==> config.mk <==
export PLATFORM = sky130hd
export DESIGN_NAME = digit_text_to_byte_decoder_unit_flat
export DESIGN_NICKNAME = d
export VERILOG_FILES = /design/src/hw/rtl/dtbd_pkg.sv /design/src/hw/rtl/dtbd_req_if.sv /design/src/hw/rtl/digit_text_to_byte_decoder_unit.sv /design/src/flat_wrapper.sv
export SDC_FILE = /design/constraint.sdc
export NUM_CORES = 1
export LEC_CHECK = 0
export ABC_AREA = 1
export BUFFER_PORTS_ARGS = -buffer_cell sky130_fd_sc_hd__buf_4
export CORE_MARGIN = 4
export CORE_UTILIZATION = 45
export CTS_CLUSTER_SIZE = 24
export DETAILED_ROUTE_END_ITERATION = 6
export HOLD_SLACK_MARGIN = 0.08
export MAX_ROUTING_LAYER = met4
export PLACE_DENSITY = 0.64
export SLEW_MARGIN = 20
export SYNTH_ARGS = -nofsm -noshare
export SYNTH_HDL_FRONTEND = slang
export SYNTH_SLANG_ARGS = --single-unit
export TNS_END_PERCENT = 30
==> constraint.sdc <==
create_clock -name clock -period 8.5 [get_ports clock]
set_input_delay 1.275 -clock clock [delete_from_list [all_inputs] [get_ports clock]]
set_output_delay 1.275 -clock clock [all_outputs]
set_load 0.005 [all_outputs]
==> src/hw/rtl/dtbd_pkg.sv <==
// Package with the shared types and constants of the digit text to byte decoder.
`default_nettype none

package dtbd_pkg;

   // Radix mode register codes. Codes 6 and 7 behave like the none mode.
   typedef enum logic [2:0] {
      MODE_ASCII   = 3'd0,
      MODE_HEX     = 3'd1,
      MODE_DECIMAL = 3'd2,
      MODE_OCTAL   = 3'd3,
      MODE_BINARY  = 3'd4,
      MODE_NONE    = 3'd5
   } radix_mode_type;

   // Why a byte was closed.
   typedef enum logic [1:0] {
      STOP_WIDTH    = 2'd0,
      STOP_INVALID  = 2'd1,
      STOP_OVERFLOW = 2'd2,
      STOP_FLUSH    = 2'd3
   } stop_reason_type;

   // One result beat as held in the output buffer.
   typedef struct packed {
      logic [7:0]      value;
      logic [3:0]      digits_used;
      logic            char_consumed;
      stop_reason_type stop_reason;
   } rsp_beat_type;

   localparam radix_mode_type RESET_MODE = MODE_HEX;

   localparam logic [7:0] CHAR_ZERO    = 8'h30;
   localparam logic [7:0] CHAR_ONE     = 8'h31;
   localparam logic [7:0] CHAR_SEVEN   = 8'h37;
   localparam logic [7:0] CHAR_NINE    = 8'h39;
   localparam logic [7:0] CHAR_UPPER_A = 8'h41;
   localparam logic [7:0] CHAR_UPPER_F = 8'h46;
   localparam logic [7:0] CHAR_LOWER_A = 8'h61;
   localparam logic [7:0] CHAR_LOWER_F = 8'h66;

   // Digits per byte in each digit mode.
   localparam logic [3:0] WIDTH_HEX     = 4'd2;
   localparam logic [3:0] WIDTH_DECIMAL = 4'd3;
   localparam logic [3:0] WIDTH_OCTAL   = 4'd3;
   localparam logic [3:0] WIDTH_BINARY  = 4'd8;

endpackage : dtbd_pkg

`default_nettype wire

==> src/hw/rtl/dtbd_req_if.sv <==
// Valid/ready channel interfaces for character beats and result beats.
`default_nettype none

interface dtbd_req_if;
   logic       valid;
   logic       ready;
   logic [7:0] ch;
   logic       flush;

   modport source (output valid, output ch, output flush, input ready);
   modport sink   (input valid, input ch, input flush, output ready);
endinterface : dtbd_req_if

interface dtbd_rsp_if;
   logic       valid;
   logic       ready;
   logic [7:0] value;
   logic [3:0] digits_used;
   logic       char_consumed;
   logic [1:0] stop_reason;

   modport source (output valid, output value, output digits_used,
                   output char_consumed, output stop_reason, input ready);
   modport sink   (input valid, input value, input digits_used,
                   input char_consumed, input stop_reason, output ready);
endinterface : dtbd_rsp_if

`default_nettype wire

==> src/hw/rtl/digit_text_to_byte_decoder_unit.sv <==
// Top level of the digit text to byte decoder: decode logic and output buffer.
//
// Usage: characters enter as beats on req_chan (ch plus a flush flag). Each
// accepted beat is decoded in the cycle it is accepted against the held
// accumulator and digit count, and produces zero or one result beat on
// rsp_chan (value, digits_used, char_consumed, stop_reason).
// The radix mode is written through csr_we / csr_wdata; the user must do so only
// while the block is idle, which the block does not enforce. A write also drops
// any pending digits without producing a result. A result beat is registered in
// the output buffer before it shows on rsp_chan. Throughput: one character beat
// per cycle while req_chan.ready is high. The accumulator and digit count are
// updated in the accept cycle, so the next character sees them at once.
// Output buffer: a two-entry buffer (head plus skid register) sits in front
// of rsp_chan. req_chan.ready depends only on the skid register, so a new
// beat is accepted while a finished result still waits at the head. When the
// receiver stalls, the head holds, the next result lands in the skid
// register, and only then does req_chan.ready drop.
// A character that is not consumed is not replayed; the sender presents it again.
// Reset: synchronous and active high. It sets hex mode, clears the
// accumulator and count, and empties the output buffer.
`default_nettype none

module digit_text_to_byte_decoder_unit
   import dtbd_pkg::*;
(
   input  wire        clock,
   input  wire        reset,
   input  wire        csr_we,
   input  wire [2:0]  csr_wdata,
   dtbd_req_if.sink   req_chan,
   dtbd_rsp_if.source rsp_chan
);

   // Configuration and decode state.
   radix_mode_type mode_ff;
   logic [7:0]     acc_ff, acc_in;
   logic [2:0]     cnt_ff, cnt_in;

   // Output buffer: head drives the result channel, skid catches overflow.
   rsp_beat_type   head_ff, head_in;
   rsp_beat_type   skid_ff, skid_in;
   logic           head_valid_ff, head_valid_in;
   logic           skid_valid_ff, skid_valid_in;

   logic           accept;
   logic           pop;
   logic           push;

   // Decode signals.
   logic           is_dec;
   logic           is_upper;
   logic           is_lower;
   logic [3:0]     dec_val;
   logic [3:0]     digit;
   logic           digit_ok;
   logic           digit_mode;
   logic [11:0]    scaled;
   logic [11:0]    sum;
   logic           overflow;
   logic [3:0]     count_inc;
   logic [3:0]     width;
   logic           has_result;
   rsp_beat_type   result;

   assign req_chan.ready = !skid_valid_ff;
   assign accept         = req_chan.valid && req_chan.ready;
   assign pop            = head_valid_ff && rsp_chan.ready;
   assign push           = accept && has_result;

   assign rsp_chan.valid         = head_valid_ff;
   assign rsp_chan.value         = head_ff.value;
   assign rsp_chan.digits_used   = head_ff.digits_used;
   assign rsp_chan.char_consumed = head_ff.char_consumed;
   assign rsp_chan.stop_reason   = head_ff.stop_reason;

   // Character classification.
   always_comb begin
      is_dec   = (req_chan.ch >= CHAR_ZERO) && (req_chan.ch <= CHAR_NINE);
      is_upper = (req_chan.ch >= CHAR_UPPER_A) && (req_chan.ch <= CHAR_UPPER_F);
      is_lower = (req_chan.ch >= CHAR_LOWER_A) && (req_chan.ch <= CHAR_LOWER_F);
      dec_val  = req_chan.ch[3:0];
   end

   // Per-mode digit check, scaled accumulator and digit width. The scaling
   // is a shift, or shift-and-add for decimal.
   always_comb begin
      digit      = dec_val;
      digit_ok   = 1'b0;
      digit_mode = 1'b1;
      scaled     = 12'd0;
      width      = WIDTH_HEX;
      unique case (mode_ff)
         MODE_HEX: begin
            digit_ok = is_dec || is_upper || is_lower;
            if (is_upper || is_lower) begin
               digit = req_chan.ch[3:0] + 4'd9;
            end
            scaled = {acc_ff, 4'b0000};
            width  = WIDTH_HEX;
         end
         MODE_DECIMAL: begin
            digit_ok = is_dec;
            scaled   = {1'b0, acc_ff, 3'b000} + {3'b000, acc_ff, 1'b0};
            width    = WIDTH_DECIMAL;
         end
         MODE_OCTAL: begin
            digit_ok = (req_chan.ch >= CHAR_ZERO) && (req_chan.ch <= CHAR_SEVEN);
            scaled   = {1'b0, acc_ff, 3'b000};
            width    = WIDTH_OCTAL;
         end
         MODE_BINARY: begin
            digit_ok = (req_chan.ch == CHAR_ZERO) || (req_chan.ch == CHAR_ONE);
            scaled   = {3'b000, acc_ff, 1'b0};
            width    = WIDTH_BINARY;
         end
         default: begin
            digit_mode = 1'b0;
         end
      endcase
      sum       = scaled + {8'd0, digit};
      overflow  = (sum[11:8] != 4'd0);
      count_inc = {1'b0, cnt_ff} + 4'd1;
   end

   // Decision for one accepted beat: result fields and next decode state.
   always_comb begin
      acc_in     = acc_ff;
      cnt_in     = cnt_ff;
      has_result = 1'b0;
      result     = '{value: acc_ff, digits_used: {1'b0, cnt_ff},
                     char_consumed: 1'b0, stop_reason: STOP_FLUSH};
      priority if (req_chan.flush) begin
         // Flush closes a pending value; with nothing pending it is silent.
         if (cnt_ff != 3'd0) begin
            has_result = 1'b1;
            acc_in     = 8'd0;
            cnt_in     = 3'd0;
         end
      end else if (mode_ff == MODE_ASCII) begin
         // Raw mode: the character itself is the byte.
         has_result = 1'b1;
         result     = '{value: req_chan.ch, digits_used: 4'd1,
                        char_consumed: 1'b1, stop_reason: STOP_WIDTH};
      end else if (!digit_mode) begin
         // None mode and unused codes reject every character.
         has_result = 1'b1;
         result     = '{value: 8'd0, digits_used: 4'd0,
                        char_consumed: 1'b0, stop_reason: STOP_INVALID};
      end else if (!digit_ok) begin
         has_result         = 1'b1;
         result.stop_reason = STOP_INVALID;
         acc_in             = 8'd0;
         cnt_in             = 3'd0;
      end else if (overflow) begin
         has_result         = 1'b1;
         result.stop_reason = STOP_OVERFLOW;
         acc_in             = 8'd0;
         cnt_in             = 3'd0;
      end else if (count_inc >= width) begin
         has_result = 1'b1;
         result     = '{value: sum[7:0], digits_used: count_inc,
                        char_consumed: 1'b1, stop_reason: STOP_WIDTH};
         acc_in     = 8'd0;
         cnt_in     = 3'd0;
      end else begin
         acc_in = sum[7:0];
         cnt_in = count_inc[2:0];
      end
   end

   // Output buffer next state. The skid register is only filled when the
   // head stays occupied; it drains into the head on the next pop.
   always_comb begin
      head_in       = head_ff;
      skid_in       = skid_ff;
      head_valid_in = head_valid_ff;
      skid_valid_in = skid_valid_ff;
      if (skid_valid_ff) begin
         if (pop) begin
            head_in       = skid_ff;
            skid_valid_in = 1'b0;
         end
      end else if (push) begin
         if (!head_valid_ff || pop) begin
            head_in       = result;
            head_valid_in = 1'b1;
         end else begin
            skid_in       = result;
            skid_valid_in = 1'b1;
         end
      end else if (pop) begin
         head_valid_in = 1'b0;
      end
   end

   always_ff @(posedge clock) begin
      if (reset) begin
         mode_ff       <= RESET_MODE;
         acc_ff        <= 8'd0;
         cnt_ff        <= 3'd0;
         head_valid_ff <= 1'b0;
         skid_valid_ff <= 1'b0;
      end else begin
         if (csr_we) begin
            mode_ff <= radix_mode_type'(csr_wdata);
            acc_ff  <= 8'd0;
            cnt_ff  <= 3'd0;
         end else if (accept) begin
            acc_ff <= acc_in;
            cnt_ff <= cnt_in;
         end
         head_valid_ff <= head_valid_in;
         skid_valid_ff <= skid_valid_in;
      end
   end

   always_ff @(posedge clock) begin
      head_ff <= head_in;
      skid_ff <= skid_in;
   end

endmodule : digit_text_to_byte_decoder_unit

`default_nettype wire

==> src/flat_wrapper.sv <==
// flat-port wrapper written by rule: the top's interface ports become plain ports
module digit_text_to_byte_decoder_unit_flat import dtbd_pkg::*;
  (clock, reset, csr_we, csr_wdata, req_chan_valid, req_chan_ch, req_chan_flush, req_chan_ready, rsp_chan_valid, rsp_chan_value, rsp_chan_digits_used, rsp_chan_char_consumed, rsp_chan_stop_reason, rsp_chan_ready);
  dtbd_req_if req_chan_i ();
  dtbd_rsp_if rsp_chan_i ();
  input  wire clock;
  input  wire reset;
  input  wire csr_we;
  input  wire [2:0] csr_wdata;
  input wire logic [$bits(req_chan_i.valid)-1:0] req_chan_valid;
  input wire logic [$bits(req_chan_i.ch)-1:0] req_chan_ch;
  input wire logic [$bits(req_chan_i.flush)-1:0] req_chan_flush;
  output wire logic [$bits(req_chan_i.ready)-1:0] req_chan_ready;
  output wire logic [$bits(rsp_chan_i.valid)-1:0] rsp_chan_valid;
  output wire logic [$bits(rsp_chan_i.value)-1:0] rsp_chan_value;
  output wire logic [$bits(rsp_chan_i.digits_used)-1:0] rsp_chan_digits_used;
  output wire logic [$bits(rsp_chan_i.char_consumed)-1:0] rsp_chan_char_consumed;
  output wire logic [$bits(rsp_chan_i.stop_reason)-1:0] rsp_chan_stop_reason;
  input wire logic [$bits(rsp_chan_i.ready)-1:0] rsp_chan_ready;
  assign req_chan_i.valid = req_chan_valid;
  assign req_chan_i.ch = req_chan_ch;
  assign req_chan_i.flush = req_chan_flush;
  assign req_chan_ready = req_chan_i.ready;
  assign rsp_chan_valid = rsp_chan_i.valid;
  assign rsp_chan_value = rsp_chan_i.value;
  assign rsp_chan_digits_used = rsp_chan_i.digits_used;
  assign rsp_chan_char_consumed = rsp_chan_i.char_consumed;
  assign rsp_chan_stop_reason = rsp_chan_i.stop_reason;
  assign rsp_chan_i.ready = rsp_chan_ready;
  digit_text_to_byte_decoder_unit u_core (.clock(clock), .reset(reset), .csr_we(csr_we), .csr_wdata(csr_wdata), .req_chan(req_chan_i), .rsp_chan(rsp_chan_i));
endmodule
==> impl_metrics.toml <==
[run_status]
status = "completed"

[synth]
synth-edff-count = 30
synth_area_leaders = "edfxtp_1 (26%), nand2_1 (17%), dfxtp_1 (9.1%), inv_1 (6.9%), ha_1 (6.7%)"
synth_top_area_frac = 0.256
yosys_warnings = 0
synth_ff_type = "edfxtp_1"
yosys.area.top_type = "edfxtp_1"
netlist_area_mm2 = 0.00353
syn-mean-instance-area_um2 = 6.91
synth.ff_latch_count = 46
syn_nets = 548
synthCells = 510
ys_types = 39
yosysSeqAreaShare = 0.346
synthArstFlopShare = 0

[worst_setup_path]
critPathRequiredTime_ns = 8.67
crit_path_frequent_cell = "nand2_1"
path_max_fanout = 14
critical_path_arrival_ns = 4.67
r2r_start = "u_core.mode_ff[0]"
path_class = "primary input to flip-flop"
critPathCaptureType = "flip-flop"
max_stage_delay_ns = 0.41
cp_slowest_cell = "fa_1"
cp-startpoint = "req_chan_ch[0]"
cp-start-kind = "primary input"

[route]
ant_nets = 0
drt_iter0_drc = 191
firstDrtPassIters = 5
vias = 3290
drc = 0
wl_um = 8630
wl_per_cell_um = 13.5
viasPerCell = 5.14

[layout]
final_cells = 640
fillers = 785
mostFrequentLayoutCells = "nand2_1 (160), inv_1 (65), nor2_1 (38)"
drive_gt1_frac = 0.136
area_delta_synth_final_pct = 11.4
n_antenna_cell = 0
final_common_cell = "nand2_1"
finalNetCount = 575

[global_routing]
grt_pass1_vias = 2967
grtUsageMet2 = 0.316
grt_max_degree = 20
grt_busiest_layer = "met2"
grtUsageMet1 = 0.266
antenna_found_initial = 0
grt_usage = 0.200
grt_first_pass_wirelength_um = 14100
overflow = 0
grtUsageMet3 = 0.0318

[placed_design]
dp_hpwl_um = 6940
portBuffers = 33
placed_cells = 632
gp_congestion = 0.966

[cts]
post-cts-setup-buffers = 0
htreeDepth = 2
cts_buffers = 5
cts_tree = "done"
cts_resized = 0
clockRootBuffer = "clkbuf_8"
cts_max_path_buffers = 2
clock-sinks = 46
clock_latency_ns = 0.30
hold_buffers = 0
clk_pin_slew_ns = 0.08

[floorplan]
die_area_mm2 = 0.00932
start_util = 0.459
die_h_um = 96.5
core-area_mm2 = 0.00769
chipWidth_um = 96.5
row_count = 32
pin_count = 34

[sta]
finalMaxSlewViolations = 0
max_freq_mhz = 222
hold_viol = 0
whs_ns = 0.523
slew-limit-headroom = 0.622
setup_viol = 0
min_period_ns = 4.50
skew_ns = 0.00688
finalCritPeriodShare = 0.529
tightest_slew_ns = 0.567
tns_ns = 0
rsz0062_at_grt = "no"

[hold_path]
min_from = "u_core.cnt_ff[2]"
hp-class = "flip-flop to flip-flop"

[pwr]
power.density_mw_per_mm2 = 113
peakVddDrop_uv = 67.8
p_leak_nw = 1.89

[flow_run]
drv_cap = 0
## state kept, by name, indices dropped and copies added, names as in the netlist
register / flops
u_core.rsp_chan.char_consumed: 1
u_core.rsp_chan.stop_reason: 2
u_core.rsp_chan.digits_used: 4
u_core.cnt_ff: 3
u_core.mode_ff: 3
u_core.rsp_chan.value: 8
u_core.skid_valid_ff: 1
u_core.skid_ff: 15
u_core.acc_ff: 8
u_core.rsp_chan.valid: 1
## kinds of logic (layout without fill, tap and decap cells)
group,after synthesis,in the layout,synth area share
and+or+nand+nor,282,282,0.353
AOI/OAI and AO/OA,62,62,0.100
buffers and inverters,91,119,0.102
DFF,46,46,0.346
xor gates and xnor gates,8,8,0.0199
adders and majority gates,21,21,0.0788
## per-stage QoR
stage / power [W] / setup WS, ns / util / instance area [µm²]
2_1_floorplan: 0.000290 / 3.73 / - / 3530
3_3_place_gp: 0.000313 / 3.85 / 0.500 / 3840
3_5_place_dp: 0.000314 / 3.69 / 0.500 / 3840
4_1_cts: 0.000446 / 4.01 / 0.511 / 3930
5_1_grt: 0.000464 / 3.53 / 0.511 / 3930
6_report: 0.000443 / 4.00 / 0.511 / 3930
## report_power, final
group	total [W]	switching, W	internal, W
Combinational	0.0000620	0.0000406	0.0000214
Clock	0.000134	0.0000750	0.0000592
Sequential	0.000247	0.00000386	0.000243
## synth_stat cells (4+ instances only)
cell      count
o22ai_1       7
dfxtp_1      16
nor3_1        4
nor2_1       38
nand2_2      11
buf_2         4
nand3_1      37
edfxtp_1     30
o21ai_0      10
o21ai_1       8
inv_2        10
nand4_1      20
xor2_1        5
a21oi_1      24
clkbuf_1      8
nand2_1     160
ha_1         19
inv_1        65
a31oi_1       4
## routing by layer
metal	up-vias	wire, µm
li1	1722	-
met1	1456	4030
met2	95	3950
met3	17	453
met4	0	196
met5	-	0
## worst paths after layout
kind | slack [ns] | end | cells past startpoint
setup / recovery | 4.00 | u_core.rsp_chan.value[7] | 27
hold reg to reg | 0.52 | u_core.cnt_ff[2] | 2
setup reg to reg | 4.76 | u_core.rsp_chan.value[7] | 22
hold / removal | 0.52 | u_core.cnt_ff[2] | 2
## critical path, delay by kind of cell
family | cells | cell delay [ns]
AND/OR/NAND/NOR | 19 | 1.97
adder cells (fa/ha/maj) | 3 | 0.86
buffers and inverters | 3 | 0.37
AO/OA/AOI/OAI | 2 | 0.19
## area by class of cell
class / instances / area [µm²] / area share
multi-input combinational: 373 / 1950 / 0.495
sequential: 46 / 1220 / 0.311
inverter: 77 / 290 / 0.0739
timing repair buffer: 34 / 255 / 0.0650
tap: 102 / 128 / 0.0325
clock buffer: 6 / 73.8 / 0.0188
clock inverter: 2 / 13.8 / 0.00350
(Power assumes the default switching activity.)
